## src/rtl/ipv4_text_parse_public_filter_unit_defines.svh

```systemverilog
// Assertion macros shared by the IPv4 text parser RTL.
// Each macro expects clk_i and rst_ni in scope of the module that uses it.
`ifndef IPV4_TEXT_PARSE_PUBLIC_FILTER_UNIT_DEFINES_SVH
`define IPV4_TEXT_PARSE_PUBLIC_FILTER_UNIT_DEFINES_SVH

// Check a property on every rising clock edge outside reset.
`define IPV4TPF_ASSERT(lbl, prop, msg) \
  lbl: assert property (@(posedge clk_i) disable iff (!rst_ni) (prop)) else $error(msg);

// Check that a condition in one cycle implies another in the next cycle.
`define IPV4TPF_ASSERT_NEXT(lbl, pre, post, msg) \
  lbl: assert property (@(posedge clk_i) disable iff (!rst_ni) (pre) |=> (post)) \
    else $error(msg);

`endif

```

## src/rtl/ipv4tpf_pkg.sv

```systemverilog
// Package for the IPv4 text parser: field widths, character codes and
// the excluded address ranges. No dependencies.
`default_nettype none

package ipv4tpf_pkg;

  localparam int unsigned CharW = 8;
  localparam int unsigned AddrW = 32;
  localparam int unsigned OctW  = 9;   // holds 0..256, 256 marks saturation
  localparam int unsigned AccW  = 24;

  localparam logic [CharW-1:0] ChSpace = 8'h20;
  localparam logic [CharW-1:0] ChTab   = 8'h09;
  localparam logic [CharW-1:0] ChCr    = 8'h0D;
  localparam logic [CharW-1:0] ChDot   = 8'h2E;
  localparam logic [CharW-1:0] ChZero  = 8'h30;
  localparam logic [CharW-1:0] ChNine  = 8'h39;
  localparam logic [CharW-1:0] ChNul   = 8'h00;

  localparam logic [OctW-1:0] OctMax = 9'd255;
  localparam logic [OctW-1:0] OctSat = 9'd256;

  // Excluded ranges as mask/base pairs.
  localparam int unsigned NumRanges = 8;
  typedef logic [AddrW-1:0] addr_t;
  localparam addr_t RangeMask [NumRanges] = '{
    32'hFF000000, 32'hFFFF0000, 32'hFF000000, 32'hFFC00000,
    32'hFFF00000, 32'hFFFFFF00, 32'hFFFE0000, 32'hFF000000
  };
  localparam addr_t RangeBase [NumRanges] = '{
    32'h7F000000, 32'hC0A80000, 32'h0A000000, 32'h64400000,
    32'hAC100000, 32'hC0000000, 32'hC6120000, 32'h00000000
  };

endpackage

`default_nettype wire

```

## src/rtl/ipv4tpf_public_check.sv

```systemverilog
// Public-address filter: flags an address outside all excluded ranges.
// Depends on ipv4tpf_pkg for the range table.
`default_nettype none

module ipv4tpf_public_check (
  input  wire ipv4tpf_pkg::addr_t addr_i,
  output logic                    public_o
);

  logic [ipv4tpf_pkg::NumRanges-1:0] hit;

  always_comb begin
    for (int i = 0; i < int'(ipv4tpf_pkg::NumRanges); i++) begin
      hit[i] = (addr_i & ipv4tpf_pkg::RangeMask[i]) == ipv4tpf_pkg::RangeBase[i];
    end
  end

  assign public_o = ~|hit;

endmodule

`default_nettype wire

```

## src/rtl/ipv4_text_parse_public_filter_unit.sv

```systemverilog
// IPv4 dotted-decimal parser with public-address filter. Feed one string
// byte per transfer on the slave stream (tlast marks the final byte); the
// block takes one byte every cycle while ready and returns one result per
// string on the master stream in the cycle after the tlast transfer. The
// per-byte work is a small parse state update with a constant multiply by
// ten, done between the input handshake and the parse/result registers;
// a single output register holds the result, and the input stays ready as
// long as that register is empty or is being drained in the same cycle.
// Depends on ipv4tpf_pkg and ipv4tpf_public_check.
`default_nettype none

`include "ipv4_text_parse_public_filter_unit_defines.svh"

module ipv4_text_parse_public_filter_unit (
  input  wire         clk_i,
  input  wire         rst_ni,
  // Slave stream: string bytes
  input  wire         s_axis_tvalid_i,
  output logic        s_axis_tready_o,
  input  wire  [7:0]  s_axis_tdata_i,   // [7:0] char_in
  input  wire         s_axis_tlast_i,   // last_char
  // Master stream: parse result
  output logic        m_axis_tvalid_o,
  input  wire         m_axis_tready_i,
  output logic [31:0] m_axis_tdata_o,   // [31:0] ip_address
  output logic        m_axis_tuser_o    // [0] found
);

  typedef enum logic [3:0] {
    PhSkip   = 4'b0001,
    PhStart  = 4'b0010,
    PhDigits = 4'b0100,
    PhClosed = 4'b1000
  } phase_e;

  phase_e                            phase_q, phase_d;
  logic [1:0]                        idx_q, idx_d;
  logic [ipv4tpf_pkg::OctW-1:0]      oct_q, oct_d;
  logic [ipv4tpf_pkg::AccW-1:0]      acc_q, acc_d;
  logic                              verdict_q, verdict_d;

  logic                              out_valid_q, out_valid_d;
  ipv4tpf_pkg::addr_t                ip_q;
  logic                              found_q;

  logic                              in_xfer;
  logic [ipv4tpf_pkg::CharW-1:0]     ch;
  logic                              is_digit, is_ws;
  logic [11:0]                       times_ten;
  ipv4tpf_pkg::addr_t                full_addr;
  logic                              is_public;
  logic                              final_verdict;

  assign ch       = s_axis_tdata_i;
  assign in_xfer  = s_axis_tvalid_i && s_axis_tready_o;
  assign is_digit = (ch >= ipv4tpf_pkg::ChZero) && (ch <= ipv4tpf_pkg::ChNine);
  assign is_ws    = (ch == ipv4tpf_pkg::ChSpace) ||
                    ((ch >= ipv4tpf_pkg::ChTab) && (ch <= ipv4tpf_pkg::ChCr));

  // Octet value is at most 255 while digits are being collected.
  assign times_ten = 12'(oct_q[7:0]) * 12'd10 + 12'(ch[3:0]);

  // Filter sees the address built from the next state; when the fourth
  // octet closes on a space the state is unchanged, so one check serves both.
  assign full_addr = {acc_d, oct_d[7:0]};

  ipv4tpf_public_check u_public_check (
    .addr_i   (full_addr),
    .public_o (is_public)
  );

  // Parse step for one byte.
  always_comb begin
    phase_d   = phase_q;
    idx_d     = idx_q;
    oct_d     = oct_q;
    acc_d     = acc_q;
    verdict_d = verdict_q;
    unique case (phase_q)
      PhSkip: begin
        if (is_ws) begin
          // keep skipping
        end else if (is_digit) begin
          oct_d   = 9'(ch[3:0]);
          phase_d = PhDigits;
        end else begin
          phase_d   = PhClosed;
          verdict_d = 1'b0;
        end
      end
      PhStart: begin
        if (is_digit) begin
          oct_d   = 9'(ch[3:0]);
          phase_d = PhDigits;
        end else begin
          phase_d   = PhClosed;
          verdict_d = 1'b0;
        end
      end
      PhDigits: begin
        if (is_digit) begin
          if (times_ten > 12'(ipv4tpf_pkg::OctMax)) begin
            // Saturate and fail at once.
            oct_d     = ipv4tpf_pkg::OctSat;
            phase_d   = PhClosed;
            verdict_d = 1'b0;
          end else begin
            oct_d = times_ten[8:0];
          end
        end else if (idx_q != 2'd3) begin
          if (ch == ipv4tpf_pkg::ChDot) begin
            acc_d   = {acc_q[15:0], oct_q[7:0]};
            idx_d   = idx_q + 2'd1;
            oct_d   = '0;
            phase_d = PhStart;
          end else begin
            phase_d   = PhClosed;
            verdict_d = 1'b0;
          end
        end else begin
          phase_d   = PhClosed;
          verdict_d = ((ch == ipv4tpf_pkg::ChSpace) || (ch == ipv4tpf_pkg::ChNul)) &&
                      is_public;
        end
      end
      PhClosed: begin
        // ignore bytes until the end of the string
      end
      default: begin
        // unreachable codes act as closed
      end
    endcase
  end

  // End of string completes a fourth octet in progress, fails elsewhere.
  always_comb begin
    if (phase_d == PhDigits && idx_d == 2'd3) begin
      final_verdict = is_public;
    end else if (phase_d != PhClosed) begin
      final_verdict = 1'b0;
    end else begin
      final_verdict = verdict_d;
    end
  end

  // Accept a byte whenever the result register is free or draining.
  assign s_axis_tready_o = !out_valid_q || m_axis_tready_i;

  always_comb begin
    out_valid_d = out_valid_q;
    if (in_xfer && s_axis_tlast_i) begin
      out_valid_d = 1'b1;
    end else if (m_axis_tready_i) begin
      out_valid_d = 1'b0;
    end
  end

  always_ff @(posedge clk_i or negedge rst_ni) begin
    if (!rst_ni) begin
      phase_q     <= PhSkip;
      idx_q       <= '0;
      oct_q       <= '0;
      acc_q       <= '0;
      verdict_q   <= 1'b0;
      out_valid_q <= 1'b0;
    end else begin
      out_valid_q <= out_valid_d;
      if (in_xfer) begin
        if (s_axis_tlast_i) begin
          // Return to reset values for the next string.
          phase_q   <= PhSkip;
          idx_q     <= '0;
          oct_q     <= '0;
          acc_q     <= '0;
          verdict_q <= 1'b0;
        end else begin
          phase_q   <= phase_d;
          idx_q     <= idx_d;
          oct_q     <= oct_d;
          acc_q     <= acc_d;
          verdict_q <= verdict_d;
        end
      end
    end
  end

  // Result payload: load on the final byte, hold otherwise.
  always_ff @(posedge clk_i) begin
    if (in_xfer && s_axis_tlast_i) begin
      ip_q    <= final_verdict ? full_addr : '0;
      found_q <= final_verdict;
    end
  end

  assign m_axis_tvalid_o = out_valid_q;
  assign m_axis_tdata_o  = ip_q;
  assign m_axis_tuser_o  = found_q;

  `IPV4TPF_ASSERT(a_notfound_zero, m_axis_tvalid_o && !m_axis_tuser_o |-> m_axis_tdata_o == 32'd0, "not-found result carries a nonzero address")
  `IPV4TPF_ASSERT(a_found_public, m_axis_tvalid_o && m_axis_tuser_o |-> m_axis_tdata_o[31:24] != 8'd0 && m_axis_tdata_o[31:24] != 8'd127 && m_axis_tdata_o[31:24] != 8'd10, "found address lies in an excluded range")
  `IPV4TPF_ASSERT_NEXT(a_last_gives_result, in_xfer && s_axis_tlast_i, m_axis_tvalid_o, "final byte transfer did not produce a result")
  `IPV4TPF_ASSERT_NEXT(a_last_resets_parse, in_xfer && s_axis_tlast_i, phase_q == PhSkip && idx_q == 2'd0 && !verdict_q, "parse state not cleared after final byte")

endmodule

`default_nettype wire

```

## config.mk

```make
export PLATFORM = sky130hd
export DESIGN_NAME = ipv4_text_parse_public_filter_unit
export DESIGN_NICKNAME = d
export VERILOG_FILES = /design/src/rtl/ipv4tpf_pkg.sv /design/src/rtl/ipv4tpf_public_check.sv /design/src/rtl/ipv4_text_parse_public_filter_unit.sv
export VERILOG_INCLUDE_DIRS = /design/src /design/src/rtl
export SDC_FILE = /design/constraint.sdc
export NUM_CORES = 1
export LEC_CHECK = 0
export BUFFER_PORTS_ARGS = -buffer_cell sky130_fd_sc_hd__clkbuf_2
export CAP_MARGIN = 20
export CORE_UTILIZATION = 35
export CTS_BUF_LIST = sky130_fd_sc_hd__clkbuf_4
export CTS_CLUSTER_SIZE = 30
export DETAILED_ROUTE_END_ITERATION = 8
export HOLD_SLACK_MARGIN = 0.02
export PLACE_DENSITY_LB_ADDON = 0.1
export SETUP_SLACK_MARGIN = 0.02
export SYNTH_ARGS = -nofsm -noshare
export SYNTH_HDL_FRONTEND = slang
export SYNTH_HIERARCHICAL = 1
export SYNTH_SLANG_ARGS = --single-unit
```

## constraint.sdc

```tcl
create_clock -name clk_i -period 8 [get_ports clk_i]
set_input_delay 1.6 -clock clk_i [delete_from_list [all_inputs] [get_ports clk_i]]
set_output_delay 1.6 -clock clk_i [all_outputs]
set_load 0.02 [all_outputs]
```

# == Word-level counts from Yosys, hierarchy flattened ==
# Index checks and enable logic that the tools add are counted.
# word_totals
ff_bits,74
in_bits,13
word_cells,91
# op_classes
addsub,2
n_reduce_logical,17
mul,1
order_cmp,5
n_mux,38
n_eq_ne,19
# ops
operator,count
$mux W24,5
$mux W9,7
$logic_not A32 Y1,1
$mux W4,7
$pmux W9 S3,1
$eq A24 B24 Y1 const B,1
$eq A16 B16 Y1 const B,1
$eq A8 B6 Y1 const B,2
$eq A15 B15 Y1 const B,1
$add A12 B4 Y12,1
$eq A12 B12 Y1 const B,1
$gt A12 B8 Y1 const B,1
$ne A4 B4 Y1 const B,3
$pmux W4 S3,1
$mul A8 B3 Y11 const B,1
$mux W1,11
$eq A10 B9 Y1 const B,1
$mux W2,5
$eq A4 B3 Y1 const B,2
$eq A8 B4 Y1 const B,1
$eq A8 B7 Y1 const B,1
$ge A8 B4 Y1 const B,1
$ge A8 B6 Y1 const B,1
$le A8 B4 Y1 const B,1
other kinds (16),24

# == Longest topological paths before layout ==
# Gate-level depths: netlist of the first run.
# logic_depth
ltp_word,14
depth_mapped,20

# == Hierarchy ==
# The synthesis of the first run kept the hierarchy.
# modules_own_cells
module,n_inst,seq_area_each_um2,area_per_inst_um2,cells_each
ipv4_text_parse_public_filter_unit,1,1993.2,4286.6,429
ipv4tpf_public_check,1,0.0,186.4,25

# == Worst setup path before layout of the first run ==
# OpenSTA, ideal clock, no wires.
# synth_timing
kind,input to register
start,in s_axis_tdata_i[4]
end,reg ip_q[12] (netlist: m_axis_tdata_o[12]) (data pin)
cell_stages,19
setup_ns,0.144
arrival_time_ns,5.587
path_slack_ns,2.269
path_cell_list,or3_1 > nor4_1 > and2_1 > clkbuf_1 > clkbuf_1 > nand2_1 > nand2_1 > nor4bb_1 > a22o_1 > o21ai_1 > o221a_1 > nand3_1 > nor4_1 > nor2_1 > or3_1 > or4_4 > buf_6 > buf_6 > a21boi_2
# synth_between
elab_chain_cells,14
# synth_rtl
element,line_no,source
"start, declared",ipv4_text_parse_public_filter_unit.sv:20,"input wire [7:0] s_axis_tdata_i,"
branches (longest 3 deep; another with $ge A8 B6 Y1),-,
$mux W24 *,ipv4_text_parse_public_filter_unit.sv:101,if (is_digit) begin
$mux W24 *,ipv4_text_parse_public_filter_unit.sv:79,unique case (phase_q)
"net acc_d, one bit",ipv4_text_parse_public_filter_unit.sv:39,"logic [ipv4tpf_pkg::AccW-1:0] acc_q, acc_d;"
$eq A24 B24 Y1 (tied with other cells),ipv4tpf_public_check.sv:14,hit[i] = (addr_i & ipv4tpf_pkg::RangeMask[i]) == ipv4tpf_pkg::RangeBase[i];
$reduce_or A8 Y1 *,ipv4tpf_public_check.sv:18,assign public_o = ~|hit;
$logic_not A1 Y1 *,ipv4tpf_public_check.sv:18,
net is_public,ipv4_text_parse_public_filter_unit.sv:51,logic is_public;
$logic_and A1 B1 Y1,ipv4_text_parse_public_filter_unit.sv:122,verdict_d = ((ch == ipv4tpf_pkg::ChSpace) || (ch == ipv4tpf_pkg::ChNul)) &&
$mux W1,ipv4_text_parse_public_filter_unit.sv:110,end else if (idx_q != 2'd3) begin
$mux W1,ipv4_text_parse_public_filter_unit.sv:101,
$pmux W1 S3,ipv4_text_parse_public_filter_unit.sv:79,
$mux W1,ipv4_text_parse_public_filter_unit.sv:139,end else if (phase_d != PhClosed) begin
$mux W1 *,ipv4_text_parse_public_filter_unit.sv:137,if (phase_d == PhDigits && idx_d == 2'd3) begin
"end signal, assigned",ipv4_text_parse_public_filter_unit.sv:190,ip_q <= final_verdict ? full_addr : '0;
"end, declared",ipv4_text_parse_public_filter_unit.sv:43,ipv4tpf_pkg::addr_t ip_q;
# Mark *: on every way through the listed nets, which the timed path passes.
# A chain may end at the register's enable or synchronous reset.

# == Worst setup path after layout of the first run ==
# layout_timing
start,in s_axis_tdata_i[4]
end,reg ip_q[1] (netlist: m_axis_tdata_o[1]) (data pin)
# The elaborated chain is that of the path after synthesis.

==> results.toml, run 1 <==
[run]
cap_violations = 0

[cts]
cts_resized = 0
clock_latency_ps = 440
cts_buffers = 9
cts_tree = "built"
cts_buffer_depth = 2
clk_pin_slew_ps = 130
postCtsHoldBufs = 0
postCtsSetupRepairBufs = 0
root_buffer = "clkbuf_4"
clock-sinks = 73
cts-htree-levels = 3

[floorplanning]
start_util_pct = 36.6
fp.dieW_um = 115
dieArea_mm2 = 0.0132
die_h_um = 115
rows = 40
num_io_pins = 48
core-area_mm2 = 0.0122

[power_and_ir_drop]
leakagePower_nw = 2.11
vdd_ir_drop_max_mv = 0.0743
power_density_mw_per_mm2 = 159
totalPowerFinal_uw = 794

[place]
place_hpwl_um = 7790
dp_cells = 647
place.port_buffers = 47
place.gp.congestion = 0.924

[critical_path]
path_max_fanout = 33
worst_setup_path_end_kind = "flip-flop"
cp.required_ps = 8280
arrival_ps = 6620
setup.worst_path.class = "in -> reg"
crit_path_start_kind = "input port"

[sta]
setup_tns_ps = 0
max_freq_ghz = 0.158
final_max_slew_viol_count = 0
fin_skew_ps = 16.4
post-route-period-util_pct = 79.3
setup_violations = 0
relSlewSlack_pct = 35.7
period_minus_slack_ps = 6340
final_hold_viol_count = 0
tightest_slew_ps = 965
fin_hold_ws_ps = 520
rsz0062_at_grt = "false"

[finish]
synthToLayoutAreaGrowth_pct = 11.9
antenna_cells = 0
fillers = 1239
nets = 522
final_cells = 663
drive_gt1_share_pct = 18.6

[detailed_routing]
drt-initial-drc-count = 197
drcViolationCount = 0
dr.pass1.iters = 5
via_per_inst = 5.47
vias = 3626
wl_um = 11200
ant_nets = 0
wl_per_cell_um = 16.8

[yosys]
ys_warn_count = 6
syn-instance-count = 452
syn_area_per_cell_um2 = 9.88
syn-cell-area_mm2 = 0.00446
syn-num-nets = 483

[global_routing]
grt_pass1_vias = 3511
antenna_found_initial = 0
grt_pass1_wl_um = 18400
grt_usage_pct = 18.1
grt.overflow.total = 0
grt_max_degree = 41

[run_status]
status = "complete, no violations"

[worst_hold_path]
hp-class = "reg -> reg"
-- worst max-delay path, cell delays in order --
cell and delay, ps:
clkbuf_2 100, or3_1 490, nor4_1 540, and2_1 860
nand2_1 150, nand2_1 210, or4_4 170, o22ai_1 80
a31oi_1 250, o221a_1 260, nand3_1 90, nor4_1 380
nor2_1 60, or3_1 310, or4_4 780, a221oi_2 290
-- through the flow --
step | cell area (µm²) | util (%) | worst slack [ps]
after floorplan | 4460 | - | 2270
after global placement | 4820 | 39.4 | 1480
after detailed placement | 4840 | 39.7 | 1320
after CTS | 4970 | 40.7 | 1810
after global routing | 5000 | 40.9 | 1350
final | 5000 | 40.9 | 1660
-- per-layer routing --
layer | track usage (%) | wire (µm)
met5 | 0 | 0
met4 | 5.28 | 141
met3 | 4.11 | 573
met2 | 27.7 | 4970
met1 | 25.5 | 5480
-- placed cells by master (no fill, tap or decap), types with 10 or more instances in the layout --
master,count
clkbuf_2,47
a21boi_2,10
a22o_1,31
edfxtp_1,33
a21boi_1,20
nor2_1,24
nor3_1,10
a21oi_1,19
nand2_1,86
o21ai_0,13
dfrtp_1,39
ha_1,16
-- cell type report --
cell class	count	area, µm²	share of cell area (%)
Sequential cell	73	1990	39.9
Clock inverter	6	58.8	1.18
Inverter	9	33.8	0.676
Clock buffer	9	67.6	1.35
Multi-Input combinational cell	345	2310	46.3
Timing Repair Buffer	53	320	6.41
Tap cell	168	210	4.21
-- power breakdown --
part | internal, mW | total, mW | switching (mW)
Sequential | 0.407 | 0.422 | 0.0155
Combinational | 0.0537 | 0.145 | 0.0914
Clock | 0.0921 | 0.227 | 0.135
-- flip-flops by register name, indices dropped and copies added (netlist names) --
register         cells
m_axis_tdata_o      32
m_axis_tvalid_o      1
oct_q                8
acc_q               24
phase_q              4
m_axis_tuser_o       1
verdict_q            1
idx_q                2
-- worst paths after layout --
kind | start | end | slack, ps | cells past startpoint
max in group asynchronous | rst_ni | phase_q[0] | 6280 | 2
worst min-delay path | verdict_q | verdict_q | 520 | 2
min in group asynchronous | rst_ni | acc_q[19] | 1140 | 1
worst max-delay path | s_axis_tdata_i[4] | m_axis_tdata_o[1] | 1660 | 16
worst max register to register | phase_q[2] | m_axis_tdata_o[1] | 2560 | 15
worst min register to register | verdict_q | verdict_q | 520 | 2
(Power assumes the default switching activity.)
==> inputs of run 2 (changes only) <==
--- a/config.mk
+++ b/config.mk
@@ -6,6 +6,7 @@
 export SDC_FILE = /design/constraint.sdc
 export NUM_CORES = 1
 export LEC_CHECK = 0
+export ABC_AREA = 1
 export BUFFER_PORTS_ARGS = -buffer_cell sky130_fd_sc_hd__clkbuf_2
 export CAP_MARGIN = 20
 export CORE_UTILIZATION = 35
==> constraint.sdc (replaced) <==
create_clock -name clk_i -period 6.5 [get_ports clk_i]
set_input_delay 1.3 -clock clk_i [delete_from_list [all_inputs] [get_ports clk_i]]
set_output_delay 1.3 -clock clk_i [all_outputs]
set_load 0.02 [all_outputs]
==> results.toml, run 2 <==
[cts]
cts_buffer_depth = 2
clk_pin_slew_ps = 120
cts_tree = "built"
root_buffer = "clkbuf_4"
postCtsHoldBufs = 0
clock_latency_ps = 440
clock-sinks = 73
cts-htree-levels = 3
cts_resized = 0
cts_buffers = 9
postCtsSetupRepairBufs = 0

[power_and_ir_drop]
power_density_mw_per_mm2 = 233
power.clock.fraction_pct = 19.7
leakagePower_nw = 2.58
p_int_uw = 717
p_sw_share_pct = 42.4
net-switching-power_uw = 528
vdd_ir_drop_max_mv = 0.140
p_comb_share_pct = 37.8
seqPwrFrac_pct = 42.5

[critical_path]
r2r_start = "idx_q[0]"
path_max_fanout = 43
regToRegSetupSlack_ps = 2350
worst_setup_path_end_kind = "flip-flop"
startpoint = "s_axis_tdata_i[2]"
cp.required_ps = 6800
setup.worst_path.class = "in -> reg"
r2r_end = "m_axis_tdata_o[1]"
reg2reg_depth = 27
crit_path_start_kind = "input port"
arrival_ps = 4790

[sta]
final_hold_viol_count = 0
post-route-period-util_pct = 69.1
period_minus_slack_ps = 4490
rsz0062_at_grt = "false"
tightest_slew_ps = 1030
relSlewSlack_pct = 31.1
fin_skew_ps = 16.7
max_freq_ghz = 0.223
setup_violations = 0
setup_tns_ps = 0
final_max_slew_viol_count = 0

[finish]
final_cell_mix = "nand2_1 (139), inv_1 (102), nor2_1 (53)"
antenna_cells = 0
largest_register_ffs = 32
synthToLayoutAreaGrowth_pct = 10.8
fillers = 1408
nets = 673
finalInstanceArea_mm2 = 0.00534
final_common_cell = "nand2_1"
drive_gt1_share_pct = 21.3

[global_routing]
grt_pass1_vias = 3747
grt_pass1_wl_um = 18600
antenna_found_initial = 0
grt_max_degree = 44
grt.overflow.total = 0
grt_usage_pct = 16.6

[worst_hold_path]
holdPathEnd = "acc_q[17]"
hp-class = "reg -> reg"
hold_path_depth = 2
min-delay-start = "acc_q[17]"

[yosys]
ys_warn_count = 6
syn_area_per_cell_um2 = 8.11
syn-instance-count = 594
syn-cell-area_mm2 = 0.00482
syn-num-nets = 625

[floorplanning]
core-area_mm2 = 0.0133
die_h_um = 119
rows = 42
num_io_pins = 48
start_util_pct = 36.1
dieArea_mm2 = 0.0142
fp.dieW_um = 119

[place]
place.port_buffers = 47
place_hpwl_um = 8240
dpl_cell_area_mm2 = 0.00522
place.gp.congestion = 0.826

[detailed_routing]
ant_nets = 0
dr.pass1.iters = 5
vias = 3810
drt-initial-drc-count = 171
wl_um = 10800
wl_per_cell_um = 13.1
via_per_inst = 4.63
drcViolationCount = 0

[run]
cap_violations = 0

[run_status]
status = "complete, no violations"
-- run 2: changes by cell type in the layout (fill, tap and decap cells not counted), moves of 20 or more --
cell      change
a21boi_1     -20
a22o_1       -31
inv_1        +93
nand2_1      +53
nand3_1      +24
nor2_1       +29
nor2_4       +32
o21ai_0      +33
o22ai_1      +21
-- run 2: critical path, cell delays in order --
cell and delay (ps):
clkbuf_2 150, nand2_1 120, nor4_4 150, nand2_2 160
nor2_8 440, nand2_1 110, o21ai_0 250, inv_1 170
nand2_1 100, inv_1 40, nand2_1 80, nor2_2 50
nand2_1 60, nand2_1 40, inv_1 40, nand2_1 40
nor2_1 150, nand4_1 110, o21ai_0 90, inv_1 50
nand2_1 60, nand2_1 40, nand2_1 70, nand2_1 60
nand2_2 70, nand3_4 300, buf_12 330, nor2_4 100
-- run 2: worst max path at each step --
stage,to,cells after the start,slack [ps]
3_5_place_dp,m_axis_tdata_o[1],28,1550
3_3_place_gp,m_axis_tdata_o[17],27,1590
2_1_floorplan,m_axis_tdata_o[24],26,2440
4_1_cts,m_axis_tdata_o[1],28,2020
6_report,m_axis_tdata_o[1],28,2010
5_1_grt,m_axis_tdata_o[12],28,1620
-- run 2: final cells by class --
| type | count | area, µm² | area share, % |
|---|---|---|---|
| repair buffers | 50 | 283 | 5.30 |
| inverters | 116 | 440 | 8.25 |
| well taps | 176 | 220 | 4.13 |
| clock buffers | 9 | 67.6 | 1.27 |
| multi-input cells | 392 | 2290 | 42.9 |
| flip-flops and latches | 73 | 1990 | 37.3 |
| clock inverters | 7 | 46.3 | 0.867 |
-- run 2: per-layer routing --
layer / routed length (µm) / part of all wire, % / vias to the layer above / global-route usage [%]
met5: 0 / 0 / - / 0
li1: - / - / 1987 / -
met4: 101 / 0.93 / 0 / 3.98
met2: 4960 / 46 / 70 / 25.8
met1: 5400 / 50 / 1744 / 23.5
met3: 360 / 3.3 / 9 / 3.64
-- run 2: per-stage QoR --
stage	util, %	cells	hold WS (ps)	worst slack [ps]	power [mW]
after floorplan	-	594	448	2440	0.953
after global placement	39.0	806	464	1590	1.02
after detailed placement	39.1	807	470	1550	1.02
after CTS	40.0	823	498	2020	1.27
after global routing	40.0	823	520	1620	1.34
final	40.0	823	495	2010	1.24
-- run 2: power groups by stage --
stage                     Sequential [mW]  Combinational, mW  Clock (mW)
final                               0.529              0.471       0.245
after global routing                0.532              0.526       0.279
after CTS                           0.530              0.478       0.257
after detailed placement            0.539              0.477           0
after global placement              0.539              0.480           0
after floorplan                     0.545              0.408           0
